$ cat src/rtl/nbt_pkg.sv
// Shared types and codes for the neighbor table block.
package nbt_pkg;

  localparam logic [1:0] CMD_INSERT = 2'd0;
  localparam logic [1:0] CMD_REMOVE = 2'd1;
  localparam logic [1:0] CMD_FIND   = 2'd2;

  localparam logic [1:0] ST_OK       = 2'd0;
  localparam logic [1:0] ST_FULL     = 2'd1;
  localparam logic [1:0] ST_BADPOS   = 2'd2;
  localparam logic [1:0] ST_NOTFOUND = 2'd3;

  typedef struct packed {
    logic [1:0]         command;
    logic [47:0]        address_in;
    logic [63:0]        uuid_upper;
    logic [63:0]        uuid_lower;
    logic signed [15:0] counter_in;
    logic [5:0]         position_in;
  } in_t;

  typedef struct packed {
    logic [1:0]         status;
    logic [5:0]         position_out;
    logic [5:0]         entry_id;
    logic signed [15:0] counter_out;
    logic [47:0]        address_out;
    logic [6:0]         count_out;
  } out_t;

  typedef struct packed {
    logic [47:0]        address;
    logic [63:0]        uuid_upper;
    logic [63:0]        uuid_lower;
    logic signed [15:0] counter;
    logic [5:0]         id;
  } entry_t;

  // Which fields a result takes besides status and count.
  typedef enum logic [1:0] {
    SRC_ZERO,
    SRC_INSERT,
    SRC_REMOVE,
    SRC_FOUND
  } src_t;

  typedef struct packed {
    logic       latch;
    logic       wr_ins;
    logic       rd_last;
    logic       wr_copy;
    logic       cnt_inc;
    logic       cnt_dec;
    logic       idx_clr;
    logic       scan_en;
    logic       emit_en;
    logic [1:0] emit_status;
    src_t       emit_src;
  } dp_cmd_t;

  typedef struct packed {
    logic [1:0] command;
    logic       full;
    logic       pos_bad;
    logic       is_last;
    logic       match;
    logic       scan_done;
  } dp_stat_t;

endpackage

$ cat src/rtl/nbt_ctrl.sv
// Command sequencer for the neighbor table.
module nbt_ctrl
  import nbt_pkg::*;
(
  input  logic     clk,
  input  logic     rst_n,
  input  logic     start,
  output logic     busy,
  input  dp_stat_t stat,
  output dp_cmd_t  cmd
);

  typedef enum logic [1:0] {
    S_IDLE,
    S_DECODE,
    S_RM_COPY,
    S_FIND
  } state_t;

  state_t state_r, state_nxt;

  assign busy = (state_r != S_IDLE);

  always_comb begin
    cmd       = '0;
    state_nxt = state_r;
    case (state_r)
      S_IDLE: begin
        if (start) begin
          cmd.latch = 1'b1;
          state_nxt = S_DECODE;
        end
      end
      S_DECODE: begin
        state_nxt = S_IDLE;
        case (stat.command)
          CMD_INSERT: begin
            cmd.emit_en = 1'b1;
            if (stat.full) begin
              cmd.emit_status = ST_FULL;
              cmd.emit_src    = SRC_ZERO;
            end else begin
              cmd.wr_ins      = 1'b1;
              cmd.cnt_inc     = 1'b1;
              cmd.emit_status = ST_OK;
              cmd.emit_src    = SRC_INSERT;
            end
          end
          CMD_REMOVE: begin
            if (stat.pos_bad) begin
              cmd.emit_en     = 1'b1;
              cmd.emit_status = ST_BADPOS;
              cmd.emit_src    = SRC_ZERO;
            end else if (stat.is_last) begin
              cmd.cnt_dec     = 1'b1;
              cmd.emit_en     = 1'b1;
              cmd.emit_status = ST_OK;
              cmd.emit_src    = SRC_REMOVE;
            end else begin
              cmd.rd_last = 1'b1;
              state_nxt   = S_RM_COPY;
            end
          end
          CMD_FIND: begin
            cmd.idx_clr = 1'b1;
            state_nxt   = S_FIND;
          end
          default: begin
            cmd.emit_en     = 1'b1;
            cmd.emit_status = ST_BADPOS;
            cmd.emit_src    = SRC_ZERO;
          end
        endcase
      end
      S_RM_COPY: begin
        // The last entry was read in the cycle before; write it over the hole.
        cmd.wr_copy     = 1'b1;
        cmd.cnt_dec     = 1'b1;
        cmd.emit_en     = 1'b1;
        cmd.emit_status = ST_OK;
        cmd.emit_src    = SRC_REMOVE;
        state_nxt       = S_IDLE;
      end
      S_FIND: begin
        cmd.scan_en = 1'b1;
        if (stat.match) begin
          cmd.emit_en     = 1'b1;
          cmd.emit_status = ST_OK;
          cmd.emit_src    = SRC_FOUND;
          state_nxt       = S_IDLE;
        end else if (stat.scan_done) begin
          cmd.emit_en     = 1'b1;
          cmd.emit_status = ST_NOTFOUND;
          cmd.emit_src    = SRC_ZERO;
          state_nxt       = S_IDLE;
        end
      end
      default: begin
        state_nxt = S_IDLE;
      end
    endcase
  end

  always_ff @(posedge clk) begin
    if (!rst_n) begin
      state_r <= S_IDLE;
    end else begin
      state_r <= state_nxt;
    end
  end

  assert property (@(posedge clk) disable iff (!rst_n)
    (start && !busy) |=> (state_r == S_DECODE))
    else $error("accepted transfer did not reach decode");

  assert property (@(posedge clk) disable iff (!rst_n)
    (state_r == S_RM_COPY) |-> $past(cmd.rd_last))
    else $error("copy without a preceding read of the last entry");

  assert property (@(posedge clk) disable iff (!rst_n)
    cmd.emit_en |=> (state_r == S_IDLE))
    else $error("sequencer still busy after issuing a result");

endmodule

$ cat config.mk
export PLATFORM = sky130hd
export DESIGN_NAME = nbt_ctrl
export DESIGN_NICKNAME = d
export VERILOG_FILES = /design/src/rtl/nbt_pkg.sv /design/src/rtl/nbt_ctrl.sv
export SDC_FILE = /design/constraint.sdc
export NUM_CORES = 1
export LEC_CHECK = 0
export BUFFER_PORTS_ARGS = -buffer_cell sky130_fd_sc_hd__clkbuf_2
export CAP_MARGIN = 20
export CORE_AREA = 2 2 39 41
export DETAILED_ROUTE_END_ITERATION = 8
export DIE_AREA = 0 0 41 43
export PLACE_DENSITY_LB_ADDON = 0.3
export SYNTH_ARGS = -nofsm -noshare
export SYNTH_HDL_FRONTEND = slang
export SYNTH_SLANG_ARGS = --single-unit
$ cat constraint.sdc
create_clock -name clk -period 1.4 [get_ports clk]
set_clock_uncertainty 0.15 [all_clocks]
set_input_delay 0.28 -clock clk [delete_from_list [all_inputs] [get_ports clk]]
set_output_delay 0.28 -clock clk [all_outputs]
set_load 0.05 [all_outputs]
==> flow_metrics.py <==
metrics = {
    "cts": {
        "cts_root_buf": "clkbuf_4",
        "cts_inserted_buffers": 3,
        "clock_latency_ps": 230,
        "cts_max_level": 1,
        "cts_buffer_depth": 2,
        "clock-sinks": 2,
        "clk_pin_slew_ps": 30,
        "cts_tree": "done",
        "ctsHoldBuffers": 0,
    },
    "sta": {
        "fin_crit_ps": 1860,
        "worst_slew_pin_slew_ps": 273,
        "setup_slack_ps": -462,
        "slew_headroom_pct": 81.8,
        "slew_viol_final": 0,
        "tns_ps": -4950,
        "setup_viol": 16,
        "rsz0062_at_grt": "yes",
        "whs_ps": 160,
        "min_period_over_period_pct": 133,
        "fmax_mhz": 537,
        "hold_viol": 0,
    },
    "layout": {
        "top_register": "state_r",
        "fill_cells": 69,
        "final_nets": 123,
        "largest_register_ffs": 2,
        "antenna-diode-count": 0,
        "drive_above_1_share_pct": 81.4,
        "largest_registers": "state_r (2)",
        "area_growth_pct": 180,
    },
    "yosys": {
        "synth_edf_count": 0,
        "synth_common_cells": "ha_1 (9), inv_1 (7), nand2_1 (5)",
        "yosys-top-cells-area": "ha_1 (27%), dfxtp_1 (9.5%), inv_1 (6.2%)",
        "synth_flop_cell": "dfxtp_1",
        "synth_area_um2": 422,
        "ys_seq_elements": 2,
        "synth_seq_area_share_pct": 9.50,
        "syn_inst": 55,
        "syn_area_per_cell_um2": 7.67,
        "synth.most_common_cell": "ha_1",
        "synth_nets": 74,
        "yosysWarnings": 0,
        "synth_area_leader_cell": "ha_1",
        "synthDistinctLibCells": 28,
        "synth_top_area_share_pct": 26.7,
        "async_reset_ff_share_pct": 0,
    },
    "setup_path": {
        "critPathCaptureType": "output pin",
        "startpoint": "state_r[0]",
        "max_stage_delay_ps": 370,
        "arrival_ps": 1430,
        "worst_ep_required_time_ps": 970,
        "rr_startpoint": "state_r[0]",
        "cp_cell_sequence": "buf_6 > ha_4 > nand3b_1 > a21oi_4 > buf_8",
        "criticalPathCategory": "reg -> out",
        "critPathLaunchType": "register",
        "cp_max_fo": 4,
        "slowest_stage": "dfxtp_4",
    },
    "global_route": {
        "grt_max_degree": 7,
        "antenna_found_initial": 0,
        "grt_pass1_wl_um": 3010,
        "grt_use_total_pct": 26.3,
        "overflow": 0,
        "grt_pass1_vias": 663,
    },
    "floorplan": {
        "die-height_um": 43,
        "initial_core_util_pct": 30.5,
        "pin_count": 24,
        "core_area_um2": 1380,
        "die_w_um": 41,
        "row_count": 14,
        "die-area_um2": 1760,
    },
    "pwr": {
        "power.total_uw": 566,
        "ir_worst_vdd_v": 0.000596,
        "power_density_nw_per_um2": 480,
        "p_leak_nw": 0.512,
    },
    "drt": {
        "wl_per_cell_um": 16.2,
        "via_count": 601,
        "drc": 0,
        "routed_via_density": 5.09,
        "first_pass_iters": 4,
        "routed_wl_um": 1920,
        "drt_iter0_drc": 3,
        "ant_nets": 0,
    },
    "placed_design": {
        "port_buffers": 23,
        "gp_congestion": 0.684,
        "place_hpwl_um": 1080,
    },
    "status": {
        "violations": "negative setup slack",
        "status": "finished with violations",
    },
    "min_path": {
        "min_path_type": "in -> reg",
        "hold_start": "rst_n",
    },
    "flow_run": {
        "cap_violations": 0,
    },
}
## power breakdown
| part | leakage [nW] | internal [mW] | total [mW] | switching, mW |
|---|---|---|---|---|
| clock | 0.0138 | 0.0949 | 0.131 | 0.0363 |
| combinational | 0.481 | 0.187 | 0.366 | 0.179 |
| sequential | 0.0175 | 0.0621 | 0.0696 | 0.00752 |
| total | 0.512 | 0.344 | 0.566 | 0.223 |
## area by class of cell
| class | count | area [um^2] | area share (%) |
|---|---|---|---|
| timing repair buffer | 46 | 513 | 43.4 |
| clock buffer | 3 | 22.5 | 1.91 |
| tap | 16 | 20.0 | 1.69 |
| multi-input combinational | 44 | 546 | 46.2 |
| sequential | 2 | 45.0 | 3.81 |
| inverter | 7 | 35.0 | 2.97 |
## layer usage
| metal | routed length (um) | share of wire, % | track usage (%) | vias to the layer above |
|---|---|---|---|---|
| li1 | - | - | - | 291 |
| met4 | 89 | 4.6 | 14.7 | 0 |
| met3 | 86 | 4.5 | 2.09 | 8 |
| met2 | 1130 | 59 | 53.1 | 28 |
| met1 | 609 | 32 | 21.1 | 274 |
| met5 | 0 | 0 | 0 | - |
## worst paths after layout
check                                   to  slack [ps]  depth (start not counted)
worst max-delay path                cmd[2]        -460                          5
worst min-delay path            state_r[0]         160                          2
worst max register to register  state_r[0]        -290                          6
worst min register to register  state_r[1]         400                          2
## repair_timing
action / in CTS / in global routing
pin swaps: 8 / 7
resized for setup: 56 / 17
buffers inserted: 2 / 1
setup endpoints to repair: 16 / 16
hold endpoints to repair: 0 / 0
## through the flow
| stage | std cells | utilization, % | cell area (um^2) | setup slack [ps] |
|---|---|---|---|---|
| final | 118 | 85.4 | 1180 | -462 |
| after global routing | 118 | 85.4 | 1180 | -521 |
| after CTS | 118 | 82.9 | 1150 | -469 |
| after detailed placement | 113 | 60.6 | 838 | -494 |
| after global placement | 113 | 60.6 | 838 | -470 |
| after floorplan | 55 | - | 553 | -297 |
## cells in the final DEF, fill, tap and decap left out, drive strengths merged, types with 2 or more instances in the layout
cell type | netlist | final
a31oi | 2 | 2
dfxtp | 2 | 2
buf | 2 | 34
nand3 | 3 | 3
and2 | 2 | 2
o21ai | 3 | 3
ha | 9 | 9
inv | 7 | 6
nor2b | 3 | 3
nand2 | 5 | 5
clkbuf | 0 | 15
a21oi | 3 | 3
## critical path: cells and delay by family (launching register included)
family | cells | cell delay (ps)
flip-flops | 1 | 370
buffers and inverters | 2 | 270
AND/OR/NAND/NOR | 1 | 220
AO/OA/AOI/OAI | 1 | 200
adder cells (fa/ha/maj) | 1 | 150
## kinds of logic after synthesis
family                   share of synthesized area (%)
flip-flops                                        9.50
adder cells (fa/ha/maj)                           26.7
AO/OA/AOI/OAI                                     25.2
buffers and inverters                             9.20
AND/OR/NAND/NOR                                   29.4
Power figures use the tool's default switching activity.
